## src/sv/ppt_pkg.sv

```systemverilog
// ----------------------------------------------------------------------------
// ppt_pkg
// shared types and constants of the pointer position tracker
// ----------------------------------------------------------------------------
`default_nettype none

package ppt_pkg;

   // command codes
   localparam int CMD_BITS = 2;
   localparam logic [CMD_BITS-1:0] CMD_POLL       = 2'd0;
   localparam logic [CMD_BITS-1:0] CMD_TAKE_LEFT  = 2'd1;
   localparam logic [CMD_BITS-1:0] CMD_TAKE_RIGHT = 2'd2;

   // payload widths
   localparam int DELTA_BITS   = 16;
   localparam int BUTTON_BITS  = 3;
   localparam int COUNT_BITS   = 16;
   localparam int OUT_POS_BITS = 10;

   // configuration registers
   localparam int MIN_BITS      = 10;
   localparam int MAX_BITS      = 11;
   localparam int CSR_DATA_BITS = 11;
   localparam int CSR_IDX_BITS  = 2;
   localparam logic [CSR_IDX_BITS-1:0] CSR_MIN_X = 2'd0;
   localparam logic [CSR_IDX_BITS-1:0] CSR_MIN_Y = 2'd1;
   localparam logic [CSR_IDX_BITS-1:0] CSR_MAX_X = 2'd2;
   localparam logic [CSR_IDX_BITS-1:0] CSR_MAX_Y = 2'd3;

   // reset values
   localparam logic [MIN_BITS-1:0] MIN_X_RESET = 10'd0;
   localparam logic [MIN_BITS-1:0] MIN_Y_RESET = 10'd0;
   localparam logic [MAX_BITS-1:0] MAX_X_RESET = 11'd320;
   localparam logic [MAX_BITS-1:0] MAX_Y_RESET = 11'd200;
   localparam int CURSOR_X_RESET = 160;
   localparam int CURSOR_Y_RESET = 100;

   // clamp box of one axis
   typedef struct packed {
      logic [MIN_BITS-1:0] lo;
      logic [MAX_BITS-1:0] hi_excl;
   } bounds_type;

endpackage

`default_nettype wire

```

## src/sv/ppt_req_if.sv

```systemverilog
// ----------------------------------------------------------------------------
// ppt_req_if
// command channel: poll updates and press-count takes
// ----------------------------------------------------------------------------
`default_nettype none

interface ppt_req_if;

   logic                                valid;
   logic                                ready;
   logic [ppt_pkg::CMD_BITS-1:0]        command;
   logic signed [ppt_pkg::DELTA_BITS-1:0] motion_dx;
   logic signed [ppt_pkg::DELTA_BITS-1:0] motion_dy;
   logic [ppt_pkg::BUTTON_BITS-1:0]     button_bits;
   logic [ppt_pkg::COUNT_BITS-1:0]      new_left_presses;
   logic [ppt_pkg::COUNT_BITS-1:0]      new_right_presses;

   modport source (
      output valid, command, motion_dx, motion_dy, button_bits,
             new_left_presses, new_right_presses,
      input  ready
   );

   modport sink (
      input  valid, command, motion_dx, motion_dy, button_bits,
             new_left_presses, new_right_presses,
      output ready
   );

endinterface

`default_nettype wire

```

## src/sv/ppt_rsp_if.sv

```systemverilog
// ----------------------------------------------------------------------------
// ppt_rsp_if
// result channel: cursor, held buttons and taken press count
// ----------------------------------------------------------------------------
`default_nettype none

interface ppt_rsp_if;

   logic                              valid;
   logic                              ready;
   logic [ppt_pkg::OUT_POS_BITS-1:0]  out_x;
   logic [ppt_pkg::OUT_POS_BITS-1:0]  out_y;
   logic [ppt_pkg::BUTTON_BITS-1:0]   out_buttons;
   logic [ppt_pkg::COUNT_BITS-1:0]    presses_taken;

   modport source (
      output valid, out_x, out_y, out_buttons, presses_taken,
      input  ready
   );

   modport sink (
      input  valid, out_x, out_y, out_buttons, presses_taken,
      output ready
   );

endinterface

`default_nettype wire

```

## src/sv/ppt_axis.sv

```systemverilog
// ----------------------------------------------------------------------------
// ppt_axis
// one axis: remainder add, divide by mickeys per pixel, move and clamp
// ----------------------------------------------------------------------------
`default_nettype none

module ppt_axis #(
   parameter int MICKEYS_PER_PIXEL = 2,
   parameter int COORD_BITS        = 10,
   parameter int REM_BITS          = 2
) (
   input  wire logic [COORD_BITS-1:0]              cursor,
   input  wire logic signed [REM_BITS-1:0]         rem,
   input  wire logic signed [ppt_pkg::DELTA_BITS-1:0] delta,
   input  wire ppt_pkg::bounds_type                bounds,
   output      logic [COORD_BITS-1:0]              cursor_nx,
   output      logic signed [REM_BITS-1:0]         rem_nx
);

   import ppt_pkg::*;

   localparam int SUM_BITS   = DELTA_BITS + 1;
   localparam int MAG_BITS   = DELTA_BITS;
   // exact reciprocal for dividends below 2^MAG_BITS
   localparam int LOG_M      = $clog2(MICKEYS_PER_PIXEL);
   localparam int SHIFT      = MAG_BITS + LOG_M;
   localparam int RECIP      = ((1 << SHIFT) + MICKEYS_PER_PIXEL - 1) / MICKEYS_PER_PIXEL;
   localparam int RECIP_BITS = $clog2(RECIP + 1);
   localparam int PROD_BITS  = MAG_BITS + RECIP_BITS;
   localparam int POS_BITS   = ((COORD_BITS > MAG_BITS) ? COORD_BITS : MAG_BITS) + 2;
   localparam int COORD_MAX  = (1 << COORD_BITS) - 1;

   logic signed [SUM_BITS-1:0]  sum;
   logic                        neg;
   logic [MAG_BITS-1:0]         mag;
   logic [PROD_BITS-1:0]        prod;
   logic [MAG_BITS-1:0]         quot;
   logic [REM_BITS-1:0]         rem_mag;
   logic signed [POS_BITS-1:0]  cur_ext;
   logic signed [POS_BITS-1:0]  quot_ext;
   logic signed [POS_BITS-1:0]  pos;
   logic signed [POS_BITS-1:0]  lo_ext;
   logic signed [POS_BITS-1:0]  hi_ext;
   logic signed [POS_BITS-1:0]  clamped;
   logic [MAX_BITS-1:0]         hi_raw;

   // sum and magnitude
   assign sum  = SUM_BITS'(delta) + SUM_BITS'(rem);
   assign neg  = sum[SUM_BITS-1];
   assign mag  = MAG_BITS'(neg ? -sum : sum);

   // quotient by reciprocal, remainder only needs its low bits
   assign prod    = PROD_BITS'(mag) * PROD_BITS'(RECIP);
   assign quot    = MAG_BITS'(prod >> SHIFT);
   assign rem_mag = REM_BITS'(mag) - REM_BITS'(REM_BITS'(quot) * REM_BITS'(MICKEYS_PER_PIXEL));
   assign rem_nx  = neg ? -$signed(rem_mag) : $signed(rem_mag);

   // truncated move
   assign cur_ext  = POS_BITS'(cursor);
   assign quot_ext = POS_BITS'(quot);
   assign pos      = neg ? (cur_ext - quot_ext) : (cur_ext + quot_ext);

   // upper bound: zero acts as one, capped to coordinate range
   always_comb begin
      hi_raw = (bounds.hi_excl == '0) ? '0 : bounds.hi_excl - MAX_BITS'(1);
      lo_ext = POS_BITS'(bounds.lo);
      hi_ext = POS_BITS'(hi_raw);
      if (hi_ext > POS_BITS'(COORD_MAX)) begin
         hi_ext = POS_BITS'(COORD_MAX);
      end
      clamped = pos;
      if (clamped < lo_ext) begin
         clamped = lo_ext;
      end
      // upper clamp wins
      if (clamped > hi_ext) begin
         clamped = hi_ext;
      end
   end

   assign cursor_nx = COORD_BITS'(clamped);

endmodule

`default_nettype wire

```

## src/sv/pointer_position_tracker_unit.sv

```systemverilog
// ----------------------------------------------------------------------------
// pointer_position_tracker_unit
// mouse cursor accumulator with sub-pixel remainder and box clamp
// ----------------------------------------------------------------------------
//
//  port     | dir | handshake        | contents
//  ---------+-----+------------------+-------------------------------------------
//  req_ch   | in  | valid / ready    | command, motion, buttons, new press counts
//  rsp_ch   | out | valid / ready    | cursor x/y, held buttons, taken count
//  csr_*    | in  | write enable     | min_x, min_y, max_x, max_y
//
//  one word per cycle while rsp_ch takes the results; a word's result is valid in the cycle after acceptance
//  the cursor and remainder update is a single pass: add, reciprocal multiply,
//  add to cursor, clamp, all between the state registers
//  a result register parts the two channels: a new word is taken while the
//  previous result waits, as long as that result leaves in the same cycle
//  synchronous active-high reset: cursor 160,100, box 0..319 by 0..199
//  a csr write re-clamps both axes in the same cycle
// ----------------------------------------------------------------------------
`default_nettype none

module pointer_position_tracker_unit #(
   parameter int MICKEYS_PER_PIXEL = 2,
   parameter int COORD_BITS        = 10
) (
   input  wire logic                                clock,
   input  wire logic                                reset,
   ppt_req_if.sink                                  req_ch,
   ppt_rsp_if.source                                rsp_ch,
   input  wire logic                                csr_write_en,
   input  wire logic [ppt_pkg::CSR_IDX_BITS-1:0]    csr_index,
   input  wire logic [ppt_pkg::CSR_DATA_BITS-1:0]   csr_wdata
);

   import ppt_pkg::*;

   localparam int REM_BITS = $clog2(MICKEYS_PER_PIXEL) + 1;

   // box registers
   logic [MIN_BITS-1:0] min_x_ff, min_x_in;
   logic [MIN_BITS-1:0] min_y_ff, min_y_in;
   logic [MAX_BITS-1:0] max_x_ff, max_x_in;
   logic [MAX_BITS-1:0] max_y_ff, max_y_in;

   // tracker state
   logic [COORD_BITS-1:0]        cursor_x_ff, cursor_y_ff;
   logic signed [REM_BITS-1:0]   rem_x_ff, rem_y_ff;
   logic [BUTTON_BITS-1:0]       held_ff;
   logic [COUNT_BITS-1:0]        left_count_ff, right_count_ff;

   // result register
   logic                         rsp_valid_ff;
   logic [OUT_POS_BITS-1:0]      rsp_x_ff, rsp_y_ff;
   logic [BUTTON_BITS-1:0]       rsp_buttons_ff;
   logic [COUNT_BITS-1:0]        rsp_taken_ff;

   logic                         req_acc;
   logic                         poll_acc;
   logic                         move_en;
   logic signed [DELTA_BITS-1:0] dx, dy;
   bounds_type                   bounds_x, bounds_y;
   logic [COORD_BITS-1:0]        cursor_x_in, cursor_y_in;
   logic signed [REM_BITS-1:0]   rem_x_in, rem_y_in;
   logic [COUNT_BITS:0]          left_sum, right_sum;
   logic [COUNT_BITS-1:0]        taken;
   logic [BUTTON_BITS-1:0]       rsp_buttons_in;

   // accept while the result slot is free or is being emptied
   assign req_ch.ready = !rsp_valid_ff || rsp_ch.ready;
   assign req_acc      = req_ch.valid && req_ch.ready;
   assign poll_acc     = req_acc && (req_ch.command == CMD_POLL);

   // box next values, so a csr write clamps against the new box at once
   always_comb begin
      min_x_in = min_x_ff;
      min_y_in = min_y_ff;
      max_x_in = max_x_ff;
      max_y_in = max_y_ff;
      if (csr_write_en) begin
         case (csr_index)
            CSR_MIN_X: min_x_in = MIN_BITS'(csr_wdata);
            CSR_MIN_Y: min_y_in = MIN_BITS'(csr_wdata);
            CSR_MAX_X: max_x_in = csr_wdata;
            CSR_MAX_Y: max_y_in = csr_wdata;
            default: ;
         endcase
      end
   end

   assign bounds_x = '{lo: min_x_in, hi_excl: max_x_in};
   assign bounds_y = '{lo: min_y_in, hi_excl: max_y_in};

   // zero motion leaves the remainder alone and only re-clamps
   assign dx      = poll_acc ? req_ch.motion_dx : '0;
   assign dy      = poll_acc ? req_ch.motion_dy : '0;
   assign move_en = poll_acc || csr_write_en;

   ppt_axis #(
      .MICKEYS_PER_PIXEL (MICKEYS_PER_PIXEL),
      .COORD_BITS        (COORD_BITS),
      .REM_BITS          (REM_BITS)
   ) u_axis_x (
      .cursor    (cursor_x_ff),
      .rem       (rem_x_ff),
      .delta     (dx),
      .bounds    (bounds_x),
      .cursor_nx (cursor_x_in),
      .rem_nx    (rem_x_in)
   );

   ppt_axis #(
      .MICKEYS_PER_PIXEL (MICKEYS_PER_PIXEL),
      .COORD_BITS        (COORD_BITS),
      .REM_BITS          (REM_BITS)
   ) u_axis_y (
      .cursor    (cursor_y_ff),
      .rem       (rem_y_ff),
      .delta     (dy),
      .bounds    (bounds_y),
      .cursor_nx (cursor_y_in),
      .rem_nx    (rem_y_in)
   );

   // saturating press counters
   assign left_sum  = (COUNT_BITS + 1)'(left_count_ff) + (COUNT_BITS + 1)'(req_ch.new_left_presses);
   assign right_sum = (COUNT_BITS + 1)'(right_count_ff) + (COUNT_BITS + 1)'(req_ch.new_right_presses);

   // taken count and reported buttons
   always_comb begin
      case (req_ch.command)
         CMD_TAKE_LEFT:  taken = left_count_ff;
         CMD_TAKE_RIGHT: taken = right_count_ff;
         default:        taken = '0;
      endcase
   end

   assign rsp_buttons_in = (req_ch.command == CMD_POLL) ? req_ch.button_bits : held_ff;

   // state
   always_ff @(posedge clock) begin
      if (reset) begin
         min_x_ff       <= MIN_X_RESET;
         min_y_ff       <= MIN_Y_RESET;
         max_x_ff       <= MAX_X_RESET;
         max_y_ff       <= MAX_Y_RESET;
         cursor_x_ff    <= COORD_BITS'(CURSOR_X_RESET);
         cursor_y_ff    <= COORD_BITS'(CURSOR_Y_RESET);
         rem_x_ff       <= '0;
         rem_y_ff       <= '0;
         held_ff        <= '0;
         left_count_ff  <= '0;
         right_count_ff <= '0;
      end else begin
         min_x_ff <= min_x_in;
         min_y_ff <= min_y_in;
         max_x_ff <= max_x_in;
         max_y_ff <= max_y_in;
         if (move_en) begin
            cursor_x_ff <= cursor_x_in;
            cursor_y_ff <= cursor_y_in;
            rem_x_ff    <= rem_x_in;
            rem_y_ff    <= rem_y_in;
         end
         if (poll_acc) begin
            held_ff        <= req_ch.button_bits;
            left_count_ff  <= left_sum[COUNT_BITS] ? '1 : left_sum[COUNT_BITS-1:0];
            right_count_ff <= right_sum[COUNT_BITS] ? '1 : right_sum[COUNT_BITS-1:0];
         end
         if (req_acc && (req_ch.command == CMD_TAKE_LEFT)) begin
            left_count_ff <= '0;
         end
         if (req_acc && (req_ch.command == CMD_TAKE_RIGHT)) begin
            right_count_ff <= '0;
         end
      end
   end

   // result slot
   always_ff @(posedge clock) begin
      if (reset) begin
         rsp_valid_ff <= 1'b0;
      end else if (req_acc) begin
         rsp_valid_ff <= 1'b1;
      end else if (rsp_ch.ready) begin
         rsp_valid_ff <= 1'b0;
      end
   end

   // payload, no reset needed
   always_ff @(posedge clock) begin
      if (req_acc) begin
         rsp_x_ff       <= OUT_POS_BITS'(cursor_x_in);
         rsp_y_ff       <= OUT_POS_BITS'(cursor_y_in);
         rsp_buttons_ff <= rsp_buttons_in;
         rsp_taken_ff   <= taken;
      end
   end

   assign rsp_ch.valid         = rsp_valid_ff;
   assign rsp_ch.out_x         = rsp_x_ff;
   assign rsp_ch.out_y         = rsp_y_ff;
   assign rsp_ch.out_buttons   = rsp_buttons_ff;
   assign rsp_ch.presses_taken = rsp_taken_ff;

   // every accepted word leaves a result behind it
   a_result_follows: assert property (@(posedge clock) disable iff (reset)
      req_acc |=> rsp_valid_ff)
      else $error("accepted word produced no result");

   // a left take returns the old count and clears it
   a_take_left: assert property (@(posedge clock) disable iff (reset)
      (req_acc && (req_ch.command == CMD_TAKE_LEFT)) |=>
      ((left_count_ff == '0) && (rsp_taken_ff == $past(left_count_ff))))
      else $error("left take did not return and clear the count");

   // polls report no taken presses
   a_poll_zero_taken: assert property (@(posedge clock) disable iff (reset)
      poll_acc |=> (rsp_taken_ff == '0))
      else $error("poll reported a non-zero taken count");

   // cursor and remainder hold without a poll or a box write
   a_cursor_holds: assert property (@(posedge clock) disable iff (reset)
      !move_en |=> ($stable(cursor_x_ff) && $stable(cursor_y_ff) &&
                    $stable(rem_x_ff) && $stable(rem_y_ff)))
      else $error("cursor moved without a poll or box write");

endmodule

`default_nettype wire
```

## src/flat_wrapper.sv

```systemverilog
// flat-port wrapper written by rule: the top's interface ports become plain ports
module pointer_position_tracker_unit_flat import ppt_pkg::*;
#(
   parameter int MICKEYS_PER_PIXEL = 2,
   parameter int COORD_BITS        = 10
)
  (clock, reset, csr_write_en, csr_index, csr_wdata, req_ch_valid, req_ch_command, req_ch_motion_dx, req_ch_motion_dy, req_ch_button_bits, req_ch_new_left_presses, req_ch_new_right_presses, req_ch_ready, rsp_ch_valid, rsp_ch_out_x, rsp_ch_out_y, rsp_ch_out_buttons, rsp_ch_presses_taken, rsp_ch_ready);
  ppt_req_if req_ch_i ();
  ppt_rsp_if rsp_ch_i ();
  input  wire logic clock;
  input  wire logic reset;
  input  wire logic csr_write_en;
  input  wire logic [ppt_pkg::CSR_IDX_BITS-1:0] csr_index;
  input  wire logic [ppt_pkg::CSR_DATA_BITS-1:0] csr_wdata;
  input wire logic [$bits(req_ch_i.valid)-1:0] req_ch_valid;
  input wire logic [$bits(req_ch_i.command)-1:0] req_ch_command;
  input wire logic [$bits(req_ch_i.motion_dx)-1:0] req_ch_motion_dx;
  input wire logic [$bits(req_ch_i.motion_dy)-1:0] req_ch_motion_dy;
  input wire logic [$bits(req_ch_i.button_bits)-1:0] req_ch_button_bits;
  input wire logic [$bits(req_ch_i.new_left_presses)-1:0] req_ch_new_left_presses;
  input wire logic [$bits(req_ch_i.new_right_presses)-1:0] req_ch_new_right_presses;
  output wire logic [$bits(req_ch_i.ready)-1:0] req_ch_ready;
  output wire logic [$bits(rsp_ch_i.valid)-1:0] rsp_ch_valid;
  output wire logic [$bits(rsp_ch_i.out_x)-1:0] rsp_ch_out_x;
  output wire logic [$bits(rsp_ch_i.out_y)-1:0] rsp_ch_out_y;
  output wire logic [$bits(rsp_ch_i.out_buttons)-1:0] rsp_ch_out_buttons;
  output wire logic [$bits(rsp_ch_i.presses_taken)-1:0] rsp_ch_presses_taken;
  input wire logic [$bits(rsp_ch_i.ready)-1:0] rsp_ch_ready;
  assign req_ch_i.valid = req_ch_valid;
  assign req_ch_i.command = req_ch_command;
  assign req_ch_i.motion_dx = req_ch_motion_dx;
  assign req_ch_i.motion_dy = req_ch_motion_dy;
  assign req_ch_i.button_bits = req_ch_button_bits;
  assign req_ch_i.new_left_presses = req_ch_new_left_presses;
  assign req_ch_i.new_right_presses = req_ch_new_right_presses;
  assign req_ch_ready = req_ch_i.ready;
  assign rsp_ch_valid = rsp_ch_i.valid;
  assign rsp_ch_out_x = rsp_ch_i.out_x;
  assign rsp_ch_out_y = rsp_ch_i.out_y;
  assign rsp_ch_out_buttons = rsp_ch_i.out_buttons;
  assign rsp_ch_presses_taken = rsp_ch_i.presses_taken;
  assign rsp_ch_i.ready = rsp_ch_ready;
  pointer_position_tracker_unit #(.MICKEYS_PER_PIXEL(MICKEYS_PER_PIXEL), .COORD_BITS(COORD_BITS)) u_core (.clock(clock), .reset(reset), .req_ch(req_ch_i), .rsp_ch(rsp_ch_i), .csr_write_en(csr_write_en), .csr_index(csr_index), .csr_wdata(csr_wdata));
endmodule
```

## config.mk

```make
export PLATFORM = sky130hd
export DESIGN_NAME = pointer_position_tracker_unit_flat
export DESIGN_NICKNAME = d
export VERILOG_FILES = /design/src/sv/ppt_pkg.sv /design/src/sv/ppt_req_if.sv /design/src/sv/ppt_rsp_if.sv /design/src/sv/ppt_axis.sv /design/src/sv/pointer_position_tracker_unit.sv /design/src/flat_wrapper.sv
export SDC_FILE = /design/constraint.sdc
export NUM_CORES = 1
export LEC_CHECK = 0
export BUFFER_PORTS_ARGS = -buffer_cell sky130_fd_sc_hd__buf_4
export CORE_MARGIN = 5
export CORE_UTILIZATION = 28
export DETAILED_ROUTE_END_ITERATION = 6
export SYNTH_ARGS = -nofsm -noshare
export SYNTH_HDL_FRONTEND = slang
export SYNTH_SLANG_ARGS = --single-unit
```

## constraint.sdc

```tcl
create_clock -name clock -period 28.8 [get_ports clock]
set_input_delay 7.2 -clock clock [delete_from_list [all_inputs] [get_ports clock]]
set_output_delay 7.2 -clock clock [all_outputs]
set_load 0.1 [all_outputs]
```

==> flow_metrics.py, run 1 <==
metrics = {
    "cts": {
        "numCtsBuffers": 17,
        "holdBufCountCts": 0,
        "cts_tree": "yes",
        "post_cts.repair.setup_buffers": 0,
        "clkSlewWorstSetupHoldPaths_ns": 0.07,
        "cts_sinks": 141,
        "cts_root_buf": "sky130_fd_sc_hd__clkbuf_16",
        "htree_num_levels": 4,
        "ctsResizeCount": 0,
        "clock_latency_ns": 0.42,
        "cts-root-to-sink-buffers": 2,
    },
    "synth": {
        "edff_count_synth": 39,
        "synth_ff_type": "sky130_fd_sc_hd__dfxtp_1",
        "most_frequent_cell_after_synthesis": "sky130_fd_sc_hd__a21oi_1",
        "yosys_warnings": 0,
        "synth_top_cell_area_share": 0.1505,
        "synth.avg_cell_area_um2": 8.105,
        "synthesis.instances": 1674,
        "synth-async-reset-ratio": 0,
        "synth.yosys.seq_area_share": 0.2368,
        "post_synth_num_cell_types": 93,
        "syn_area_um2": 13570,
        "synth.top_cells.by_area": "sky130_fd_sc_hd__dfxtp_1 15%, sky130_fd_sc_hd__ha_1 14%, sky130_fd_sc_hd__edfxtp_1 8.6%",
        "yosysTopAreaCell": "sky130_fd_sc_hd__dfxtp_1",
        "ys_seq_elements": 141,
        "synthTopCellsByCount": "167 x sky130_fd_sc_hd__a21oi_1, 155 x sky130_fd_sc_hd__ha_1, 138 x sky130_fd_sc_hd__nor2_1",
    },
    "sta": {
        "report.final.setup_viol": 0,
        "report.final.slew_viol_count": 0,
        "unrepaired_setup_endpoints_after_global_routing": "false",
        "setup_total_negative_slack_ns": 0,
        "timing.max_slew.rel_slack": 0.2631,
        "fin_skew_ns": 0.01549,
        "timing.final.hold_violations": 0,
        "max_slew.worst_pin.slew_ns": 1.105,
        "min_period_ns": 17.34,
        "max_freq_mhz": 57.67,
        "final_min_period_over_clock_period": 0.6021,
    },
    "hold_path": {
        "hold_depth": 2,
        "holdCritPathClass": "reg -> reg",
        "hold_start": "u_core.held_ff[0]$_SDFFE_PP0N_",
        "worst_hold_path_ep": "u_core.held_ff[0]$_SDFFE_PP0N_",
    },
    "grt": {
        "maximum_number_of_pins_on_one_net_before_global_route_repair": 74,
        "grt_overflow_total": 0,
        "number_of_global_route_vias_before_repair": 11987,
        "grt_most_used_layer": "met2",
        "grt_util_all_layers": 0.1416,
        "global_route.usage.met2": 0.2433,
        "grt_antenna_before_repair": 0,
        "use_met1": 0.1894,
        "globalRouteMet3Util": 0.01801,
        "grt_pass1_wl_um": 62590,
    },
    "floorplanning": {
        "core.rowCount": 80,
        "design.die.area_um2": 52960,
        "io-pin-count": 128,
        "fp.coreArea_um2": 47850,
        "die_width_um": 230.1,
        "start_util": 0.2836,
        "die_y_um": 230.1,
    },
    "final_layout": {
        "final_cell_area_um2": 15780,
        "antenna-diode-count": 0,
        "design.final.nets": 2019,
        "layout-drive-gt1-share": 0.1201,
        "layout-area-overhead-vs-synth_pct": 16.30,
        "layoutNonFillerInstCount": 2397,
    },
    "place": {
        "finalWeightedCongestion": 0.9023,
        "placed_cells": 2365,
        "total_of_buffers_placed_on_input_and_output_ports": 127,
        "hpwlAfterDp_um": 30300,
        "detailed_place.area_um2": 15160,
    },
    "routing": {
        "dr_total_vias": 12594,
        "ant_nets": 0,
        "vias_per_cell": 5.254,
        "drc_violation_total_after_the_first_tritonroute_iteration": 950,
        "routed_wl_um": 39210,
        "drt_drc_violations_left": 0,
        "firstDrtPassIters": 5,
        "routedWlPerCell_um": 16.36,
    },
    "power": {
        "max-vdd-ir-drop_mv": 0.03723,
        "leakagePower_nw": 7.008,
        "p_per_area_nw_per_um2": 70.16,
        "power.total_mw": 1.107,
    },
    "critical_path": {
        "critical_path.startpoint_type": "primary input",
        "cpMostUsedCell": "sky130_fd_sc_hd__a21oi_1",
        "worstReg2RegEnd": "u_core.cursor_x_ff[9]$_SDFFE_PP0P_",
        "rrSetupSlack_ns": 18.29,
        "critical_path.max_fanout": 69,
        "worst-setup-path-type": "in -> reg",
        "reg2reg_from": "u_core.rsp_ch.valid$_SDFFE_PP0P_",
        "reg2reg_depth": 42,
        "cp_slowest_stage_delay_ns": 0.57,
        "cp_data_arrival_time_ns": 17.71,
        "timing.critical_path.slowest_stage_cell": "sky130_fd_sc_hd__o31ai_4",
        "cp.required_ns": 29.17,
        "critPathCaptureType": "register",
    },
    "outcome": {
        "run_status": "complete, no violations",
    },
    "job": {
        "drv_cap": 0,
    },
}
## stage by stage
stage	utilization	hold slack (ns)	setup slack [ns]
after floorplan	-	0.4338	11.57
after global placement	0.3168	0.4455	11.23
after detailed placement	0.3168	0.4529	11.11
after CTS	0.3298	0.4621	11.47
after global routing	0.3298	0.4888	10.41
final	0.3298	0.4586	11.46
## area by class of cell
type                    count  area (um2)
fillers                  4975       32070
multi-input cells        1362        9744
flip-flops and latches    141        3213
repair buffers            134        1006
well taps                 615       769.5
clock buffers              21       504.2
inverters                 113       424.2
clock inverters            11       118.9
## kinds of logic after synthesis
| logic type | share of synthesized area |
|---|---|
| flops | 0.2368 |
| xor+xnor | 0.05939 |
| mux | 0.05468 |
| compound gates | 0.2504 |
| fa+ha+maj | 0.1562 |
| other cells | 0.0002764 |
| buf+inv | 0.04887 |
| simple gates | 0.1934 |
## layout by cell type (no fill, tap or decap), drive strengths merged, types with 8 or more instances in the layout
cell type  instances
a22oi             16
nand3b             9
or2                9
o21bai            13
o211ai            12
nor3              34
a2111oi           13
nand4             10
a21oi            168
inv              118
and3              14
xor2              33
or4                8
ha               155
and2              45
a21o              40
nor2             139
o21ai            121
mux2               9
a211oi            19
edfxtp            39
mux2i             64
clkbuf            21
nor3b              9
nor2b             39
nand2b            24
xnor2             59
nand2             94
fa                 8
o21a              21
dfxtp            102
buf              134
or3               14
nand3             42
## flip-flops by register name, indices dropped and copies added (netlist names)
name,count
u_core.min_x_ff,10
u_core.rsp_ch.presses_taken,16
u_core.left_count_ff,16
u_core.rsp_ch.out_buttons,3
u_core.rem_y_ff,2
u_core.max_y_ff,11
u_core.max_x_ff,11
u_core.rsp_ch.out_x,10
u_core.rem_x_ff,2
u_core.right_count_ff,16
u_core.min_y_ff,10
u_core.held_ff,3
u_core.cursor_y_ff,10
u_core.cursor_x_ff,10
u_core.rsp_ch.valid,1
u_core.rsp_ch.out_y,10
## worst max path at each step
stage / from / endpoint / slack [ns] / cells past startpoint
5_1_grt: req_ch_command[1] / u_core.cursor_y_ff[9]$_SDFFE_PP0P_ / 10.41 / 46
3_3_place_gp: req_ch_command[0] / u_core.rsp_ch.out_x[1]$_DFFE_PN_ / 11.23 / 47
6_report: req_ch_command[0] / u_core.cursor_x_ff[9]$_SDFFE_PP0P_ / 11.46 / 44
2_1_floorplan: rsp_ch_ready / u_core.cursor_y_ff[3]$_SDFFE_PP0P_ / 11.57 / 49
4_1_cts: req_ch_command[0] / u_core.cursor_x_ff[9]$_SDFFE_PP0P_ / 11.47 / 44
3_5_place_dp: req_ch_command[0] / u_core.cursor_x_ff[9]$_SDFFE_PP0P_ / 11.11 / 44
## power breakdown
group          leakage, nW  switching (mW)  internal [mW]
logic                 5.49           0.391          0.213
registers             1.22          0.0249          0.245
clock network        0.303          0.0967          0.137
total                 7.01           0.512          0.595
## routing by layer
layer  up-vias  wire [um]  part of all wire
met1      5999      18110              0.46
met5         -          0                 0
li1       6278          -                 -
met3        45       1429             0.036
met2       272      18970              0.48
met4         0        694             0.018
## critical path, delay by kind of cell
| kind | cells | cell delay, ns |
|---|---|---|
| simple gates | 6 | 1.15 |
| compound gates | 23 | 5.63 |
| xor+xnor | 1 | 0.45 |
| buf+inv | 7 | 1.05 |
| fa+ha+maj | 6 | 1.81 |
| mux | 1 | 0.37 |
No activity file was read; power rests on OpenSTA's default activity.
==> run 2: changes to the inputs <==
Settings changed: ABC_AREA from default to 1.
Clock period 28.8 ns to 15.1 ns, I/O delays scaled along.
==> flow_metrics.py, run 2 <==
metrics = {
    "cts": {
        "clock_latency_ns": 0.44,
        "clkSlewWorstSetupHoldPaths_ns": 0.06,
        "cts-root-to-sink-buffers": 2,
        "holdBufCountCts": 0,
        "ctsResizeCount": 0,
        "numCtsBuffers": 17,
        "cts_sinks": 141,
        "cts_root_buf": "sky130_fd_sc_hd__clkbuf_16",
        "cts_tree": "yes",
        "post_cts.repair.setup_buffers": 0,
        "htree_num_levels": 4,
    },
    "critical_path": {
        "reg2reg_from": "u_core.rsp_ch.valid$_SDFFE_PP0P_",
        "worstReg2RegEnd": "u_core.rsp_ch.out_y[6]$_DFFE_PN_",
        "timing.critical_path.buf_inv": 9,
        "cp_data_arrival_time_ns": 13.24,
        "critical_path.startpoint_type": "primary input",
        "critPathCaptureType": "register",
        "worst-setup-path-type": "in -> reg",
        "timing.critical_path.slowest_stage_cell": "sky130_fd_sc_hd__nand2_2",
        "rrSetupSlack_ns": 5.39,
        "reg2reg_depth": 53,
        "cp.required_ns": 15.29,
        "cp_slowest_stage_delay_ns": 0.53,
        "critical_path.max_fanout": 40,
        "family_of_cells_with_the_greatest_summed_delay_on_the_critical_path": "simple AND/OR/NAND/NOR gates",
    },
    "power": {
        "power.share.clock": 0.246,
        "power.total_mw": 1.786,
        "power.combinational.fraction": 0.481,
        "seq_power_share": 0.274,
        "netSwitchingFraction": 0.4588,
        "leakagePower_nw": 8.729,
        "internal_power_uw": 966.4,
        "p_per_area_nw_per_um2": 109.1,
        "switching_power_uw": 819.2,
        "max-vdd-ir-drop_mv": 0.07315,
    },
    "final_layout": {
        "design.final.nets": 2509,
        "layout-area-overhead-vs-synth_pct": 15.75,
        "share_of_the_core_filled_with_cells": 0.3270,
        "filler_cell_count": 5472,
        "multi_input_comb_area_um2": 9353,
        "most_common_library_cell_in_the_layout_ignoring_fill_and_taps": "sky130_fd_sc_hd__nand2_1",
        "area.sequential_um2": 3213,
        "antenna-diode-count": 0,
        "layout-drive-gt1-share": 0.1180,
        "layout_common_cells": "516 x sky130_fd_sc_hd__nand2_1, 353 x sky130_fd_sc_hd__inv_1, 179 x sky130_fd_sc_hd__nor2_1",
    },
    "grt": {
        "number_of_global_route_vias_before_repair": 13112,
        "grt_util_all_layers": 0.1436,
        "grt_antenna_before_repair": 0,
        "grt_pass1_wl_um": 66420,
        "maximum_number_of_pins_on_one_net_before_global_route_repair": 44,
        "grt_overflow_total": 0,
    },
    "routing": {
        "drt_drc_violations_left": 0,
        "drc_violation_total_after_the_first_tritonroute_iteration": 830,
        "routed_wl_um": 41230,
        "vias_per_cell": 4.695,
        "ant_nets": 0,
        "firstDrtPassIters": 5,
        "dr_total_vias": 13821,
        "routedWlPerCell_um": 14.01,
    },
    "sta": {
        "postLayoutSetupSlackWorst_ns": 2.052,
        "min_period_ns": 13.05,
        "setup_total_negative_slack_ns": 0,
        "timing.final.hold_violations": 0,
        "timing.max_slew.rel_slack": 0.2119,
        "max_freq_mhz": 76.64,
        "report.final.setup_viol": 0,
        "fin_skew_ns": 0.01304,
        "max_slew.worst_pin.slew_ns": 1.181,
        "unrepaired_setup_endpoints_after_global_routing": "false",
        "report.final.slew_viol_count": 0,
        "final_min_period_over_clock_period": 0.8641,
    },
    "synth": {
        "most_frequent_cell_after_synthesis": "sky130_fd_sc_hd__nand2_1",
        "syn_area_um2": 14140,
        "synth.yosys.seq_area_share": 0.2272,
        "synth_top_cell_area_share": 0.1444,
        "edff_count_synth": 39,
        "synth.avg_cell_area_um2": 6.573,
        "ys_seq_elements": 141,
        "synthesis.instances": 2152,
        "yosysTopAreaCell": "sky130_fd_sc_hd__dfxtp_1",
        "synth-async-reset-ratio": 0,
        "synth.top_cells.by_area": "sky130_fd_sc_hd__dfxtp_1 14%, sky130_fd_sc_hd__nand2_1 14%, sky130_fd_sc_hd__ha_1 14%",
        "synth_ff_type": "sky130_fd_sc_hd__dfxtp_1",
        "post_synth_num_cell_types": 56,
        "synthTopCellsByCount": "517 x sky130_fd_sc_hd__nand2_1, 354 x sky130_fd_sc_hd__inv_1, 179 x sky130_fd_sc_hd__nor2_1",
        "yosys_warnings": 0,
    },
    "place": {
        "finalWeightedCongestion": 0.8934,
        "hpwlAfterDp_um": 33180,
        "total_of_buffers_placed_on_input_and_output_ports": 127,
        "dp_slack_ns": 1.594,
    },
    "floorplanning": {
        "start_util": 0.2825,
        "core.rowCount": 82,
        "design.die.area_um2": 55110,
        "io-pin-count": 128,
        "die_y_um": 234.8,
        "fp.coreArea_um2": 50070,
        "die_width_um": 234.8,
    },
    "hold_path": {
        "hold_start": "u_core.held_ff[2]$_SDFFE_PP0N_",
        "holdCritPathClass": "reg -> reg",
        "hold_depth": 2,
        "worst_hold_path_ep": "u_core.held_ff[2]$_SDFFE_PP0N_",
    },
    "job": {
        "drv_cap": 0,
    },
    "outcome": {
        "run_status": "complete, no violations",
    },
}
## run 2: changes by cell type after synthesis, moves of 38 or more
cell / before / now
sky130_fd_sc_hd__nor2_1: 138 / 179
sky130_fd_sc_hd__inv_1: 112 / 354
sky130_fd_sc_hd__xnor2_1: 59 / 8
sky130_fd_sc_hd__mux2i_1: 64 / 12
sky130_fd_sc_hd__and2_1: 45 / 7
sky130_fd_sc_hd__nor2b_1: 39 / 0
sky130_fd_sc_hd__nand3_1: 42 / 137
sky130_fd_sc_hd__nand2_1: 94 / 517
## run 2: power by group through the flow
stage               sequential (mW)  combinational (mW)  clock [mW]
floorplan                     0.648               0.499           0
global placement              0.499               0.843           0
detailed placement            0.497               0.853           0
CTS                           0.490               0.856       0.448
global route                  0.493               0.951       0.463
finish                        0.489               0.858       0.439
## run 2: worst register-to-register path: cells and delay by family, from the launching register on
kind | cells | cell delay, ns
buffers and inverters | 8 | 1.28
AO/OA/AOI/OAI | 13 | 2.13
AND/OR/NAND/NOR | 24 | 3.41
adder cells (fa/ha/maj) | 6 | 1.99
flip-flops | 1 | 0.31
XOR/XNOR | 2 | 0.35
## run 2: metrics by stage
stage,instance area (um2),hold slack (ns),std cells
floorplan,14150,0.4248,2153
global placement,15770,0.4473,2912
detailed placement,15770,0.4472,2912
CTS,16370,0.4567,2944
global route,16370,0.4860,2944
finish,16370,0.4559,2944
## run 2: cell families (layout without fill, tap and decap cells)
group                    count (synthesis)  count (layout)  share of synthesized area
buffers and inverters                  409             528                     0.1121
AND/OR/NAND/NOR                        977             977                     0.3077
adder cells (fa/ha/maj)                163             163                     0.1484
flip-flops                             141             141                     0.2272
other                                    1               2                  0.0002651
AO/OA/AOI/OAI                          372             372                     0.1482
XOR/XNOR                                77              77                    0.04768
multiplexers                            12              12                   0.008492
## run 2: layout make-up
class	instances	area share
multi-input combinational	1603	0.5713
clock inverter	13	0.009247
clock buffer	19	0.02767
inverter	363	0.08323
sequential	141	0.1963
tap	672	0.05136
timing repair buffer	133	0.06099
## run 2: routing by layer
| metal | GRT usage | routed length [um] | share of wire | up-vias |
|---|---|---|---|---|
| met5 | 0 | 0 | 0 | - |
| met4 | 0.03698 | 803 | 0.019 | 0 |
| met2 | 0.2299 | 18210 | 0.44 | 291 |
| met3 | 0.02005 | 1578 | 0.038 | 48 |
| met1 | 0.2040 | 20640 | 0.50 | 6276 |
| li1 | - | - | - | 7206 |
## run 2: worst max path at each step
| stage | start | end | slack [ns] | cells past startpoint |
|---|---|---|---|---|
| after global placement | req_ch_command[0] | u_core.rsp_ch.out_y[2]$_DFFE_PN_ | 1.85 | 54 |
| final | req_ch_command[0] | u_core.rsp_ch.out_y[6]$_DFFE_PN_ | 2.05 | 53 |
| after floorplan | rsp_ch_ready | u_core.rsp_ch.out_y[2]$_DFFE_PN_ | 1.69 | 57 |
| after detailed placement | req_ch_command[0] | u_core.rsp_ch.out_y[6]$_DFFE_PN_ | 1.59 | 53 |
| after global routing | req_ch_command[0] | u_core.rsp_ch.out_y[6]$_DFFE_PN_ | 0.97 | 54 |
| after CTS | req_ch_command[0] | u_core.rsp_ch.out_y[6]$_DFFE_PN_ | 2.04 | 53 |
